**src/sv/dmpf_pkg.sv**
```systemverilog
// ----------------------------------------------------------------------------
// dmpf_pkg
// Shared types and codes for the memory dump packet framer: configuration
// register indexes, command/status codes and the front-to-back command beat.
// ----------------------------------------------------------------------------
package dmpf_pkg;

  // Configuration register indexes
  localparam logic [1:0] REG_MAGIC_WORD    = 2'd0;
  localparam logic [1:0] REG_START_ADDRESS = 2'd1;
  localparam logic [1:0] REG_DUMP_LENGTH   = 2'd2;

  localparam int CFG_IDX_W  = 2;
  localparam int CFG_DATA_W = 32;

  // Command code; doubles as the status reported on the result channel
  typedef enum logic [1:0] {
    OP_SEND = 2'd0,   // byte sent
    OP_FAIL = 2'd1,   // read failure, no byte sent
    OP_IDLE = 2'd2    // no dump active
  } dmpf_op_t;

  // One classified input item, queued between front and back
  typedef struct packed {
    dmpf_op_t    op;
    logic [7:0]  data;
    logic        hdr;      // chunk start: emit header before the data byte
    logic        tail;     // chunk end: emit CRC after the data byte
    logic        done;     // this chunk completes the dump
    logic [31:0] address;  // chunk address for the header
    logic [15:0] length;   // chunk length for the header
  } dmpf_cmd_t;

  // Arming request from the configuration port
  typedef struct packed {
    logic        arm;
    logic [31:0] address;
    logic [31:0] length;
  } dmpf_arm_t;

endpackage

```
**src/sv/dmpf_front.sv**
```systemverilog
// ----------------------------------------------------------------------------
// dmpf_front
// Accepts input beats, tracks chunk position, address and remaining count,
// and turns each beat into one command for the emitter.
// ----------------------------------------------------------------------------
module dmpf_front #(
  parameter int CHUNK_BYTES = 512
) (
  input  logic               clk,
  input  logic               rst_n,
  input  dmpf_pkg::dmpf_arm_t arm,
  input  logic               in_valid,
  input  logic               in_kind,
  input  logic [7:0]         in_data_byte,
  input  logic               q_ready,
  output logic               q_push,
  output dmpf_pkg::dmpf_cmd_t q_cmd
);

  localparam int          LEN_W     = $clog2(CHUNK_BYTES + 1);
  localparam logic [31:0] CHUNK_W32 = 32'(CHUNK_BYTES);

  logic [31:0]      addr_r, addr_nxt;
  logic [31:0]      rem_r, rem_nxt;
  logic             active_r, active_nxt;
  logic [LEN_W-1:0] clen_r, clen_nxt;
  logic [LEN_W-1:0] pos_r, pos_nxt;

  logic             hdr;
  logic [LEN_W-1:0] len;
  logic [LEN_W-1:0] pos_inc;
  logic             tail;
  logic             done;

  assign hdr     = (pos_r == '0);
  assign len     = hdr ? ((rem_r < CHUNK_W32) ? rem_r[LEN_W-1:0] : LEN_W'(CHUNK_BYTES))
                       : clen_r;
  assign pos_inc = pos_r + 1'b1;
  assign tail    = (pos_inc >= len);
  assign done    = tail && (rem_r == 32'(len));

  assign q_push = in_valid && q_ready;

  always_comb begin
    q_cmd         = '0;
    q_cmd.data    = in_data_byte;
    if (!active_r) begin
      q_cmd.op = dmpf_pkg::OP_IDLE;
    end else if (in_kind) begin
      q_cmd.op = dmpf_pkg::OP_FAIL;
    end else begin
      q_cmd.op      = dmpf_pkg::OP_SEND;
      q_cmd.hdr     = hdr;
      q_cmd.tail    = tail;
      q_cmd.done    = done;
      q_cmd.address = addr_r;
      q_cmd.length  = 16'(len);
    end
  end

  always_comb begin
    addr_nxt   = addr_r;
    rem_nxt    = rem_r;
    active_nxt = active_r;
    clen_nxt   = clen_r;
    pos_nxt    = pos_r;
    if (arm.arm) begin
      addr_nxt   = arm.address;
      rem_nxt    = arm.length;
      active_nxt = 1'b1;
      clen_nxt   = '0;
      pos_nxt    = '0;
    end else if (q_push && q_cmd.op == dmpf_pkg::OP_SEND) begin
      clen_nxt = len;
      if (tail) begin
        // close the chunk; advance address and count
        pos_nxt    = '0;
        addr_nxt   = addr_r + 32'(len);
        rem_nxt    = rem_r - 32'(len);
        active_nxt = !done;
      end else begin
        pos_nxt = pos_inc;
      end
    end
  end

  always_ff @(posedge clk) begin
    if (!rst_n) begin
      addr_r   <= '0;
      rem_r    <= '0;
      active_r <= 1'b0;
      clen_r   <= '0;
      pos_r    <= '0;
    end else begin
      addr_r   <= addr_nxt;
      rem_r    <= rem_nxt;
      active_r <= active_nxt;
      clen_r   <= clen_nxt;
      pos_r    <= pos_nxt;
    end
  end

endmodule

```
**src/sv/dmpf_queue.sv**
```systemverilog
// ----------------------------------------------------------------------------
// dmpf_queue
// Small command FIFO between front and back; head is shown without a pop.
// ----------------------------------------------------------------------------
module dmpf_queue #(
  parameter int DEPTH = 4
) (
  input  logic                clk,
  input  logic                rst_n,
  input  logic                push,
  input  dmpf_pkg::dmpf_cmd_t push_cmd,
  output logic                push_ready,
  input  logic                pop,
  output logic                head_valid,
  output dmpf_pkg::dmpf_cmd_t head_cmd
);

  localparam int PW = $clog2(DEPTH);
  localparam int CW = $clog2(DEPTH + 1);

  dmpf_pkg::dmpf_cmd_t slot_r [DEPTH];
  logic [PW-1:0] wr_ptr_r, wr_ptr_nxt;
  logic [PW-1:0] rd_ptr_r, rd_ptr_nxt;
  logic [CW-1:0] count_r, count_nxt;

  assign push_ready = (count_r != CW'(DEPTH));
  assign head_valid = (count_r != '0);
  assign head_cmd   = slot_r[rd_ptr_r];

  always_comb begin
    wr_ptr_nxt = wr_ptr_r;
    rd_ptr_nxt = rd_ptr_r;
    count_nxt  = count_r;
    if (push) begin
      wr_ptr_nxt = (wr_ptr_r == PW'(DEPTH - 1)) ? '0 : wr_ptr_r + 1'b1;
    end
    if (pop) begin
      rd_ptr_nxt = (rd_ptr_r == PW'(DEPTH - 1)) ? '0 : rd_ptr_r + 1'b1;
    end
    if (push && !pop) begin
      count_nxt = count_r + 1'b1;
    end else if (pop && !push) begin
      count_nxt = count_r - 1'b1;
    end
  end

  always_ff @(posedge clk) begin
    if (push) begin
      slot_r[wr_ptr_r] <= push_cmd;
    end
  end

  always_ff @(posedge clk) begin
    if (!rst_n) begin
      wr_ptr_r <= '0;
      rd_ptr_r <= '0;
      count_r  <= '0;
    end else begin
      wr_ptr_r <= wr_ptr_nxt;
      rd_ptr_r <= rd_ptr_nxt;
      count_r  <= count_nxt;
    end
  end

endmodule

```
**src/sv/dmpf_back.sv**
```systemverilog
// ----------------------------------------------------------------------------
// dmpf_back
// Byte emitter: walks each send command through header, data and CRC bytes,
// one result beat per cycle while out_stall is low, keeping the running CRC-32.
// ----------------------------------------------------------------------------
module dmpf_back (
  input  logic                clk,
  input  logic                rst_n,
  input  logic [31:0]         magic_word,
  input  logic                q_valid,
  input  dmpf_pkg::dmpf_cmd_t q_cmd,
  output logic                q_pop,
  output logic                out_valid,
  input  logic                out_stall,
  output logic [7:0]          out_tx_byte,
  output logic [1:0]          out_status,
  output logic                out_last,
  output logic                out_dump_done
);

  // Byte slots within one packet
  localparam logic [3:0] STEP_MAGIC = 4'd0;
  localparam logic [3:0] STEP_ADDR  = 4'd4;
  localparam logic [3:0] STEP_DATA  = 4'd10;
  localparam logic [3:0] STEP_END   = 4'd14;

  localparam logic [31:0] CRC_POLY = 32'hEDB88320;

  function automatic logic [31:0] crc_byte(input logic [31:0] crc, input logic [7:0] b);
    logic [31:0] r;
    r = crc ^ {24'd0, b};
    for (int i = 0; i < 8; i++) begin
      r = r[0] ? ((r >> 1) ^ CRC_POLY) : (r >> 1);
    end
    return r;
  endfunction

  logic        started_r, started_nxt;
  logic [3:0]  step_r, step_nxt;
  logic [31:0] crc_r, crc_nxt;
  logic        out_valid_r, out_valid_nxt;
  logic [7:0]  tx_r, tx_nxt;
  logic [1:0]  status_r, status_nxt;
  logic        last_r, last_nxt;
  logic        done_r, done_nxt;

  logic        adv;
  logic        is_send;
  logic [3:0]  step_first;
  logic [3:0]  step_last;
  logic [3:0]  step;
  logic        at_end;
  logic [7:0]  byte_val;
  logic [31:0] crc_out;

  assign adv        = !out_valid_r || !out_stall;
  assign is_send    = (q_cmd.op == dmpf_pkg::OP_SEND);
  assign step_first = q_cmd.hdr ? STEP_MAGIC : STEP_DATA;
  assign step_last  = q_cmd.tail ? STEP_END : STEP_DATA;
  assign step       = started_r ? step_r : step_first;
  assign at_end     = !is_send || (step == step_last);
  assign q_pop      = adv && q_valid && at_end;
  assign crc_out    = ~crc_r;

  always_comb begin
    case (step)
      4'd0:    byte_val = magic_word[31:24];
      4'd1:    byte_val = magic_word[23:16];
      4'd2:    byte_val = magic_word[15:8];
      4'd3:    byte_val = magic_word[7:0];
      4'd4:    byte_val = q_cmd.address[31:24];
      4'd5:    byte_val = q_cmd.address[23:16];
      4'd6:    byte_val = q_cmd.address[15:8];
      4'd7:    byte_val = q_cmd.address[7:0];
      4'd8:    byte_val = q_cmd.length[15:8];
      4'd9:    byte_val = q_cmd.length[7:0];
      4'd10:   byte_val = q_cmd.data;
      4'd11:   byte_val = crc_out[31:24];
      4'd12:   byte_val = crc_out[23:16];
      4'd13:   byte_val = crc_out[15:8];
      4'd14:   byte_val = crc_out[7:0];
      default: byte_val = '0;
    endcase
  end

  always_comb begin
    started_nxt   = started_r;
    step_nxt      = step_r;
    crc_nxt       = crc_r;
    out_valid_nxt = out_valid_r;
    tx_nxt        = tx_r;
    status_nxt    = status_r;
    last_nxt      = last_r;
    done_nxt      = done_r;
    if (adv) begin
      out_valid_nxt = q_valid;
      if (q_valid) begin
        status_nxt = 2'(q_cmd.op);
        last_nxt   = at_end;
        done_nxt   = is_send && at_end && q_cmd.done;
        tx_nxt     = is_send ? byte_val : 8'd0;
        if (is_send) begin
          // address, length and data bytes feed the CRC; restart it at the address
          if (step inside {[STEP_ADDR:STEP_DATA]}) begin
            crc_nxt = crc_byte((step == STEP_ADDR) ? 32'd0 : crc_r, byte_val);
          end
          if (at_end) begin
            started_nxt = 1'b0;
          end else begin
            started_nxt = 1'b1;
            step_nxt    = step + 1'b1;
          end
        end
      end
    end
  end

  always_ff @(posedge clk) begin
    if (!rst_n) begin
      started_r   <= 1'b0;
      step_r      <= '0;
      crc_r       <= '0;
      out_valid_r <= 1'b0;
    end else begin
      started_r   <= started_nxt;
      step_r      <= step_nxt;
      crc_r       <= crc_nxt;
      out_valid_r <= out_valid_nxt;
    end
  end

  always_ff @(posedge clk) begin
    tx_r     <= tx_nxt;
    status_r <= status_nxt;
    last_r   <= last_nxt;
    done_r   <= done_nxt;
  end

  assign out_valid     = out_valid_r;
  assign out_tx_byte   = tx_r;
  assign out_status    = status_r;
  assign out_last      = last_r;
  assign out_dump_done = done_r;

endmodule

```
**src/sv/memory_dump_packet_framer.sv**
```systemverilog
// ----------------------------------------------------------------------------
// memory_dump_packet_framer
// Frames a stream of memory bytes into chunked dump packets: magic word,
// address, length, data and CRC-32, all big-endian, one byte per beat.
// ----------------------------------------------------------------------------
//
//   channel | direction | handshake           | payload
//   --------+-----------+---------------------+-----------------------------
//   in      | sink      | in_valid / in_stall | in_kind, in_data_byte
//   out     | source    | out_valid/out_stall | out_tx_byte, out_status,
//           |           |                     | out_last, out_dump_done
//   cfg     | sink      | cfg_we              | cfg_index, cfg_wdata
//
// The emitter sends one result beat per cycle while out_stall is low: a
// mid-chunk data byte is a single beat, a chunk start adds ten header beats
// and a chunk end four CRC beats (up to fifteen for a one-byte chunk). Input
// beats go one per cycle, while the queue has room, into a QUEUE_DEPTH-entry
// command queue, so header and CRC bursts are absorbed there.
// Reset (rst_n, synchronous, active low) clears the configuration registers,
// the dump state, the queue and the output valid flag.
// in_stall rises only when the command queue is full; out_stall holds the
// output register and, through the queue, eventually the input.
// ----------------------------------------------------------------------------
module memory_dump_packet_framer #(
  parameter int CHUNK_BYTES = 512,
  parameter int QUEUE_DEPTH = 4
) (
  input  logic                          clk,
  input  logic                          rst_n,
  // configuration
  input  logic                          cfg_we,
  input  logic [dmpf_pkg::CFG_IDX_W-1:0]  cfg_index,
  input  logic [dmpf_pkg::CFG_DATA_W-1:0] cfg_wdata,
  // input beats
  input  logic                          in_valid,
  output logic                          in_stall,
  input  logic                          in_kind,
  input  logic [7:0]                    in_data_byte,
  // result beats
  output logic                          out_valid,
  input  logic                          out_stall,
  output logic [7:0]                    out_tx_byte,
  output logic [1:0]                    out_status,
  output logic                          out_last,
  output logic                          out_dump_done
);

  logic [31:0] magic_r, magic_nxt;
  logic [31:0] start_r, start_nxt;

  dmpf_pkg::dmpf_arm_t arm;
  dmpf_pkg::dmpf_cmd_t push_cmd;
  dmpf_pkg::dmpf_cmd_t head_cmd;
  logic                q_ready;
  logic                q_push;
  logic                q_pop;
  logic                q_valid;

  // Configuration registers; dump_length is not kept, only its arming effect
  always_comb begin
    magic_nxt = magic_r;
    start_nxt = start_r;
    if (cfg_we) begin
      case (cfg_index)
        dmpf_pkg::REG_MAGIC_WORD:    magic_nxt = cfg_wdata;
        dmpf_pkg::REG_START_ADDRESS: start_nxt = cfg_wdata;
        default: ;
      endcase
    end
  end

  always_ff @(posedge clk) begin
    if (!rst_n) begin
      magic_r <= '0;
      start_r <= '0;
    end else begin
      magic_r <= magic_nxt;
      start_r <= start_nxt;
    end
  end

  // A nonzero dump length arms a fresh dump from the stored start address
  assign arm.arm     = cfg_we && (cfg_index == dmpf_pkg::REG_DUMP_LENGTH) && (cfg_wdata != '0);
  assign arm.address = start_r;
  assign arm.length  = cfg_wdata;

  // Hold input while the queue is full
  assign in_stall = !q_ready;

  dmpf_front #(
    .CHUNK_BYTES (CHUNK_BYTES)
  ) u_front (
    .clk          (clk),
    .rst_n        (rst_n),
    .arm          (arm),
    .in_valid     (in_valid),
    .in_kind      (in_kind),
    .in_data_byte (in_data_byte),
    .q_ready      (q_ready),
    .q_push       (q_push),
    .q_cmd        (push_cmd)
  );

  dmpf_queue #(
    .DEPTH (QUEUE_DEPTH)
  ) u_queue (
    .clk        (clk),
    .rst_n      (rst_n),
    .push       (q_push),
    .push_cmd   (push_cmd),
    .push_ready (q_ready),
    .pop        (q_pop),
    .head_valid (q_valid),
    .head_cmd   (head_cmd)
  );

  dmpf_back u_back (
    .clk           (clk),
    .rst_n         (rst_n),
    .magic_word    (magic_r),
    .q_valid       (q_valid),
    .q_cmd         (head_cmd),
    .q_pop         (q_pop),
    .out_valid     (out_valid),
    .out_stall     (out_stall),
    .out_tx_byte   (out_tx_byte),
    .out_status    (out_status),
    .out_last      (out_last),
    .out_dump_done (out_dump_done)
  );

endmodule
```
**config.mk**
```make
export PLATFORM = sky130hd
export DESIGN_NAME = memory_dump_packet_framer
export DESIGN_NICKNAME = d
export VERILOG_FILES = /design/src/sv/dmpf_pkg.sv /design/src/sv/dmpf_front.sv /design/src/sv/dmpf_queue.sv /design/src/sv/dmpf_back.sv /design/src/sv/memory_dump_packet_framer.sv
export SDC_FILE = /design/constraint.sdc
export NUM_CORES = 1
export LEC_CHECK = 0
export ABC_AREA = 1
export BUFFER_PORTS_ARGS = -buffer_cell sky130_fd_sc_hd__buf_2
export CAP_MARGIN = 5
export CORE_MARGIN = 5
export CORE_UTILIZATION = 63
export CTS_CLUSTER_SIZE = 24
export DETAILED_ROUTE_END_ITERATION = 12
export PLACE_DENSITY = 0.8
export SYNTH_ARGS = -nofsm -noshare
export SYNTH_HDL_FRONTEND = slang
export SYNTH_SLANG_ARGS = --single-unit
```
**constraint.sdc**
```tcl
create_clock -name clk -period 5.2 [get_ports clk]
set_input_delay 0.78 -clock clk [delete_from_list [all_inputs] [get_ports clk]]
set_output_delay 0.78 -clock clk [all_outputs]
set_load 0.1 [all_outputs]
```
[After elaboration in Yosys (flattened, before gate mapping)]
Memories as Yosys holds them, arrays and structs flattened. A register that Yosys moved wholly into a read port is not among the register bits.
Cells that the tools add are included.
W data, S select, Z words.
Word-level totals
  register bits: 206
  bits in writable memories: 244
  input port bits: 48
  memories: 1
Operators by class
  add/sub/neg operators: 8
  magnitude comparators: 4
  equal/unequal tests: 21
  muxes and demuxes: 38
  bitwise operators: 12
  reductions and logical operators: 39
Memory list
  u_queue.slot_r: depth 4, width 61, read ports 1, clocked after Yosys merged registers in 1, wr ports 1, RTL line dmpf_queue.sv:21  | dmpf_pkg::dmpf_cmd_t slot_r [DEPTH];
Operators by type and width (count)
  $mux W32: 15
  $pmux W8 S15: 1
  $not A13 Y14: 8
  $mux W51: 2
  $add A32 B10 Y32: 1
  $eq A32 B10 Y1: 1
  $lt A32 B10 Y1 const B: 1
  $not A32 Y32: 1
  $reduce_bool A32 Y1: 1
  $sub A32 B10 Y32: 1
  $xor A32 B8 Y32: 1
  $mux W10: 3
  $eq A4 B4 Y1 const B: 7
  $eq A4 B3 Y1 const B: 4
  $logic_and A1 B1 Y1: 12
  $add A10 B1 Y10 const B: 1
  $ge A10 B10 Y1: 1
  $logic_not A10 Y1: 1
  $mux W2: 5
  $mux W3: 3
  $eq A4 B2 Y1 const B: 2
  $mux W4: 2
  $reduce_and A2 Y1: 4
  $reduce_and A4 Y1: 2
  other kinds (21): 42

[Longest topological paths before layout]
Gate-level depths: netlist (run 1).
  depth in word-level cells: 21
  gate-level depth with buffers: 29
  gate-level depth less buffers: 28

[By module]
Synthesis (run 1) repeated with hierarchy kept, for this count alone.
Unflattened totals
  cells, all modules: 2837
  area, all modules: 23961.7 um2
Modules (own cells, without submodules)
  dmpf_queue: times used 1, cells an instance 649, area each 10073.4 um2
  dmpf_front: times used 1, cells an instance 1113, area each 6846.6 um2
  dmpf_back: times used 1, cells an instance 760, area each 4650.7 um2
  memory_dump_packet_framer: times used 1, cells an instance 315, area each 2391.0 um2

[Worst setup path before layout (run 1)]
Ideal clock, no wire load.
  path type: flip-flop to flip-flop
  start point: register u_queue.count_r[0]
  end point: memory u_queue.slot_r[0][0] (netlist name) (enable)
  arrival time: 3640 ps
  data required time: 4732 ps
  path slack: 1092 ps
  stages on the path, launching flop included: 5
  path buffers: 0
  period minus slack after synthesis: 4108 ps
  cells stage by stage: dfxtp_1 -> nor3_1 -> nor2_1 -> clkinv_1 -> nor2_1
On the way
  cells in the longest elaborated chain, start to end: 4
RTL lines
  from (decl): RTL line dmpf_queue.sv:24  | logic [CW-1:0] count_r, count_nxt;
  from (signal assigned): RTL line dmpf_queue.sv:61  | count_r <= count_nxt;
  $ne A3 B3 Y1: RTL line dmpf_queue.sv:26  | assign push_ready = (count_r != CW'(DEPTH));
  $logic_and A1 B1 Y1: RTL line dmpf_front.sv:42  | assign q_push = in_valid && q_ready;
  via q_push: RTL line memory_dump_packet_framer.sv:55  | logic q_push;
  $mux W1: RTL line dmpf_queue.sv:48  | if (push) begin
  $mux W1 (implied by the code): RTL line dmpf_queue.sv:49  | slot_r[wr_ptr_r] <= push_cmd;
  to (decl): RTL line dmpf_queue.sv:21
The timed path passes the listed nets, and every way through them passes these cells.

[Worst setup path in the final report (run 1)]
  start point: register u_front.pos_r[7]
  end point: register u_front.addr_r[17]
On the way
  cells in the longest elaborated chain, start to end: 6
  elaborated cells between the ends (all ways): 10
  classes of those cells: 2 x add/sub; 1 x order compare; 4 x mux; 3 x reduce/logical
RTL lines
  from (decl): RTL line dmpf_front.sv:27  | logic [LEN_W-1:0] pos_r, pos_nxt;
  from (signal assigned): RTL line dmpf_front.sv:99  | pos_r <= pos_nxt;
  $logic_not A10 Y1: RTL line dmpf_front.sv:35  | assign hdr = (pos_r == '0);
  $mux W10: RTL line dmpf_front.sv:36  | assign len = hdr ? ((rem_r < CHUNK_W32) ? rem_r[LEN_W-1:0] : LEN_W'(CHUNK_BYTES))
  $add A32 B10 Y32: RTL line dmpf_front.sv:78  | addr_nxt = addr_r + 32'(len);
  $mux W32: RTL line dmpf_front.sv:75  | if (tail) begin
  $mux W32: RTL line dmpf_front.sv:73  | end else if (q_push && q_cmd.op == dmpf_pkg::OP_SEND) begin
  $mux W32: RTL line dmpf_front.sv:67  | if (arm.arm) begin
  to (signal assigned): RTL line dmpf_front.sv:95  | addr_r <= addr_nxt;
  to (decl): RTL line dmpf_front.sv:23  | logic [31:0] addr_r, addr_nxt;
Several ways; a longest one is shown, not always the timed one. The select of a mux whose other input is x is not followed.
A chain may end at the register's enable or synchronous reset.

==> impl_metrics.env, run 1 <==
export IMPL_n_antenna_cell=0
export IMPL_firstDrtPassIters=6
export IMPL_slew_headroom=0.257
export IMPL_rsz0062_at_grt="false"
export IMPL_drv_slew=0
export IMPL_port_buffers=61
export IMPL_setup_viol=0
export IMPL_whs_ps=422
export IMPL_grt_max_degree=103
export IMPL_ys_seq_elements=428
export IMPL_avgSynthCellArea_um2=7.94
export IMPL_synth_seq_area_share=0.489
export IMPL_grt_total_usage=0.319
export IMPL_hold_buffers=0
export IMPL_fmax_ghz=0.227
export IMPL_drc=0
export IMPL_synth_nets=2895
export IMPL_design_core_area_um2=34700
export IMPL_layout_drive_gt1_share=0.0940
export IMPL_cp_arrival_ps=4900
export IMPL_ys_warn_count=0
export IMPL_cp_end_kind="flop"
export IMPL_postRouteAntennaNets=0
export IMPL_clock_latency_ps=580
export IMPL_antenna_found_initial=1
export IMPL_tightest_slew_ps=1110
export IMPL_post_cts_resize_count=0
export IMPL_layout_common_cells="nand2_1 (704), inv_1 (345), nor2_1 (338)"
export IMPL_clkSinkCount=428
export IMPL_tns_ps=0
export IMPL_layout_nets=2922
export IMPL_syn2layout_area_growth_pct=9.26
export IMPL_fp_dieW_um=198
export IMPL_rows=68
export IMPL_maxCapViolCount=0
export IMPL_grt_pass1_vias=18000
export IMPL_fin_crit_ps=4410
export IMPL_die_area_um2=39200
export IMPL_stdcell_count=3326
export IMPL_drt_first_iter_violations=1914
export IMPL_h_tree_depth=2
export IMPL_cts_buffers=45
export IMPL_outcome="complete, no violations"
export IMPL_post_cts_setup_buffers=0
export IMPL_p_leak_nw=10.4
export IMPL_period_share=0.847
export IMPL_hold_viol_final=0
export IMPL_cts_tree="done"
export IMPL_routed_wl_mm=63.0
export IMPL_critPathMostFrequentCell="nand2_1"
export IMPL_root_buffer="clkbuf_16"
export IMPL_r2r_slack_ps=790
export IMPL_dp_cells=3242
export IMPL_grt_overflow_total=0
export IMPL_final_util=0.702
export IMPL_dpl_hpwl_mm=43.7
export IMPL_die_y_um=198
export IMPL_power_density_nw_per_um2=511
export IMPL_synthCells=2807
export IMPL_cp_slowest_stage_delay_ps=760
export IMPL_hold_path_class="in2reg"
export IMPL_viasPerCell=5.85
export IMPL_grt_first_pass_wirelength_mm=98.1
export IMPL_crit_fanout=39
export IMPL_worst_clock_skew_ps=19.7
export IMPL_slowest_stage="a22oi_1"
export IMPL_via_count=19500
export IMPL_post_drt_wl_per_cell_um=18.9
export IMPL_fin_ws_ps=794
export IMPL_crit_required_ps=5690
export IMPL_start_kind="flop"
export IMPL_post_place_ws_ps=912
export IMPL_place_congestion=0.981
export IMPL_cts_buffer_depth=3
export IMPL_ys_types=58
export IMPL_clk_pin_slew_ps=60
export IMPL_irDropWorstVdd_mv=0.594
export IMPL_pin_count=62
export IMPL_path_cells="inv_1 -> nand4_1 -> nor2_1 -> nand3_1 -> a22oi_1 -> ha_1 -> a21boi_0 -> o21ai_0 -> nand2_1 -> a21oi_1 -> o21ai_1 -> nand2_1 -> o21bai_1 -> nand2_1 -> nand3_2 -> nand3_2 -> inv_2 -> buf_4 -> nand3_1 -> a21oi_1"
export IMPL_synthesis_area_um2=22300
export IMPL_final_common_cell="nand2_1"
export IMPL_initial_utilization=0.642
export IMPL_critPathKind="reg2reg"
power by group:
part	switching [mW]	internal (mW)	total (mW)
clock	1.33	1.96	3.29
sequential	0.180	3.94	4.12
combinational	3.65	1.38	5.03
worst paths after layout:
check	end	cells past startpoint	from
setup / recovery	u_front.addr_r[17]	20	u_front.pos_r[7]
hold / removal	u_queue.slot_r[3][55]	1	in_data_byte[4]
setup reg to reg	u_front.addr_r[17]	20	u_front.pos_r[7]
hold reg to reg	start_r[5]	2	start_r[5]
cells in the mapped netlist, drive strengths merged:
master / number / area, µm²
xnor2: 16 / 140
nor2: 369 / 1530
a21boi: 2 / 15.0
nor4: 19 / 119
clkinv: 4 / 15.0
and3: 1 / 6.26
o21a: 3 / 22.5
a21oi: 164 / 828
dfxtp: 196 / 3920
or3: 1 / 6.26
nor3: 32 / 170
o22ai: 19 / 119
a21o: 2 / 15.0
a22oi: 2 / 15.0
a221oi: 1 / 8.76
or2: 3 / 18.8
xor2: 60 / 563
ha: 37 / 463
o221ai: 6 / 52.6
nor3b: 2 / 20.0
buf: 58 / 384
o211ai: 4 / 30.0
o21ai: 175 / 880
nand4: 37 / 244
a31oi: 33 / 206
nand2: 743 / 2950
clkbuf: 48 / 180
a32o: 4 / 40.0
o21bai: 2 / 15.0
a32oi: 2 / 17.5
and2: 1 / 6.26
edfxtp: 232 / 6970
nand3b: 1 / 7.51
a211oi: 3 / 22.5
fa: 3 / 60.1
inv: 358 / 1340
o211a: 1 / 10.0
nand3: 163 / 878
flip-flops by register name, summed over array words and instances, names as in the netlist, named ones only:
name,flops
magic_r,32
start_r,32
u_back.crc_r,32
u_back.out_dump_done,1
u_back.out_last,1
u_back.out_status,2
u_back.out_tx_byte,8
u_back.out_valid,1
u_back.started_r,1
u_back.step_r,4
u_front.active_r,1
u_front.addr_r,32
u_front.clen_r,10
u_front.pos_r,10
u_front.rem_r,32
u_queue.count_r,3
u_queue.rd_ptr_r,2
u_queue.slot_r,220
u_queue.wr_ptr_r,2
layer usage:
metal	GRT usage	part of all wire	wire length, µm
met1	0.453	0.41	26000
met2	0.497	0.45	28300
met3	0.0456	0.096	6040
met4	0.129	0.042	2630
met5	0	0.00021	13
logic make-up (layout without fill, tap and decap cells):
group | after synthesis | count (layout) | synth area share
and+or+nand+nor | 1372 | 1372 | 0.267
AOI/OAI and AO/OA | 423 | 423 | 0.103
xor gates and xnor gates | 76 | 76 | 0.0315
adders and majority gates | 40 | 40 | 0.0235
buffers and inverters | 468 | 532 | 0.0863
DFF | 428 | 428 | 0.489
layout make-up:
class / count / area (µm²)
Clock buffer: 66 / 1320
Clock inverter: 18 / 200
Fill cell: 2761 / 10400
Inverter: 362 / 1360
Multi-Input combinational cell: 1911 / 9520
Sequential cell: 428 / 10900
Tap cell: 455 / 569
Timing Repair Buffer: 86 / 493
worst max-delay path, delay by kind of cell (launching register included):
family                   cells  cell delay, ps
AO/OA/AOI/OAI                7            1410
AND/OR/NAND/NOR              9            1300
flip-flops                   1             330
adder cells (fa/ha/maj)      1             250
buffers and inverters        3            1020
metrics by stage:
step	total power, mW	area (µm²)
2_1_floorplan	7.99	22300
3_3_place_gp	8.97	22800
3_5_place_dp	9.09	22800
4_1_cts	12.4	24400
5_1_grt	13.1	24400
6_report	12.4	24400
Power figures use the tool's default switching activity.
==> inputs of run 2 (changes only) <==
CORE_UTILIZATION = 57   (was 63)
PLACE_DENSITY = 0.77   (was 0.8)
clock period = 3.5 ns   (was 5.2 ns; I/O delays follow)
==> impl_metrics.env, run 2 (same netlist as run 1, synthesis figures left out) <==
export IMPL_outcome="finished with violations"
export IMPL_failed_checks="setup timing"
export IMPL_layout_drive_gt1_share=0.181
export IMPL_fin_crit_ps=3680
export IMPL_start_kind="flop"
export IMPL_path_cells="nor2_4 -> nand2_2 -> nor3_4 -> nand3_2 -> nor2_2 -> nand2_2 -> o22ai_2 -> ha_2 -> inv_2 -> fa_2 -> nand2_1 -> nand2_1 -> a21oi_2 -> o21ai_2 -> nand3_1 -> nand2_2 -> nand3_4 -> inv_4 -> buf_4 -> nor4_2 -> nand4_1 -> xnor2_1 -> nand2_1 -> a31oi_1"
export IMPL_stdcell_area_um2=26800
export IMPL_routed_wl_mm=69.5
export IMPL_cts_buffer_depth=3
export IMPL_initial_utilization=0.577
export IMPL_via_count=20700
export IMPL_critPathKind="reg2reg"
export IMPL_grt_max_degree=83
export IMPL_slew_headroom=0.398
export IMPL_grt_overflow_total=0
export IMPL_place_area_um2=24200
export IMPL_rsz0062_at_grt="true"
export IMPL_irDropWorstVdd_mv=0.526
export IMPL_final_common_cell="nand2_1"
export IMPL_grt_pass1_vias=19300
export IMPL_fill_cells=2931
export IMPL_drc=0
export IMPL_hold_path_class="in2reg"
export IMPL_die_area_um2=43200
export IMPL_firstDrtPassIters=6
export IMPL_place_congestion=1.02
export IMPL_post_drt_wl_per_cell_um=19.4
export IMPL_setup_viol=74
export IMPL_fmax_ghz=0.272
export IMPL_tightest_slew_ps=903
export IMPL_clk_pin_slew_ps=60
export IMPL_worst_clock_skew_ps=24.7
export IMPL_hold_viol_final=0
export IMPL_pin_count=62
export IMPL_slowest_stage="fa_2"
export IMPL_p_leak_nw=11.5
export IMPL_crit_required_ps=4010
export IMPL_whs_ps=171
export IMPL_antenna_found_initial=0
export IMPL_layout_common_cells="nand2_1 (686), inv_1 (330), nor2_1 (323)"
export IMPL_total_power_mw=20.2
export IMPL_final_util=0.692
export IMPL_root_buffer="clkbuf_16"
export IMPL_port_buffers=61
export IMPL_fp_dieW_um=208
export IMPL_layout_nets=3113
export IMPL_cp_end_kind="flop"
export IMPL_grt_first_pass_wirelength_mm=104
export IMPL_postRouteAntennaNets=0
export IMPL_drv_slew=0
export IMPL_period_share=1.05
export IMPL_clock_latency_ps=580
export IMPL_cts_tree="done"
export IMPL_crit_fanout=3
export IMPL_maxCapViolCount=0
export IMPL_viasPerCell=5.78
export IMPL_syn2layout_area_growth_pct=20.0
export IMPL_regMostFlops="u_queue.slot_r"
export IMPL_grt_total_usage=0.298
export IMPL_design_core_area_um2=38600
export IMPL_cp_slowest_stage_delay_ps=340
export IMPL_drt_first_iter_violations=2365
export IMPL_largest_reg_flops=220
export IMPL_clkSinkCount=428
export IMPL_h_tree_depth=2
export IMPL_rows=72
export IMPL_n_antenna_cell=0
export IMPL_dpl_hpwl_mm=45.6
export IMPL_cp_arrival_ps=4190
export IMPL_fin_ws_ps=-180
export IMPL_die_y_um=208
export IMPL_r2r_slack_ps=-180
export IMPL_cts_buffers=44
export IMPL_power_density_nw_per_um2=756
==> run 2: layout make-up <==
type / count / area (µm²) / share of cell area
Tap cell: 518 / 648 / 0.0242
Multi-Input combinational cell: 1912 / 10000 / 0.375
Clock inverter: 18 / 278 / 0.0104
Sequential cell: 428 / 10900 / 0.407
Clock buffer: 63 / 1240 / 0.0465
Inverter: 362 / 1390 / 0.0518
Timing Repair Buffer: 277 / 2270 / 0.0848
==> run 2: worst paths after layout <==
path,to,startpoint,cells after the start
setup / recovery,u_front.rem_r[28],u_front.rem_r[22],24
hold / removal,u_queue.slot_r[3][51],in_data_byte[0],1
setup reg to reg,u_front.rem_r[28],u_front.rem_r[22],24
hold reg to reg,start_r[4],start_r[4],2
==> run 2: critical path: cells and delay by family, from the launching register on <==
kind                     cells  cell delay [ps]
XOR/XNOR                     1              190
adder cells (fa/ha/maj)      2              550
buffers and inverters        3              230
AO/OA/AOI/OAI                4              580
flip-flops                   1              330
AND/OR/NAND/NOR             14             1720
==> run 2: where the power goes <==
part,internal (mW),leakage (nW),switching (mW)
combinational,3.13,7.03,6.03
sequential,5.85,3.78,0.278
clock,2.94,0.735,2.00
==> run 2: routing by layer <==
layer  GRT usage  share of wire  vias up
li1            -              -     9587
met1       0.401           0.39     9648
met2       0.469           0.45     1208
met3      0.0648           0.11      251
met4       0.128          0.053        0
met5           0              0        -
==> run 2: stage by stage <==
| stage | std cells | setup WS (ps) | setup TNS, ps |
|---|---|---|---|
| 6_report | 3578 | -180 | -5420 |
| 5_1_grt | 3578 | -379 | -19790 |
| 4_1_cts | 3537 | 10.7 | 0 |
| 3_5_place_dp | 3456 | -161 | -1220 |
| 3_3_place_gp | 3456 | -7.18 | -7.18 |
| 2_1_floorplan | 2807 | 92.1 | 0 |
==> run 2: timing repair <==
action,4_1_cts,5_1_grt
hold buffers,0,0
gates resized for setup,8,143
pin swaps,0,62
cloned,0,10
setup endpoints to repair,71,108
buffers inserted,0,33
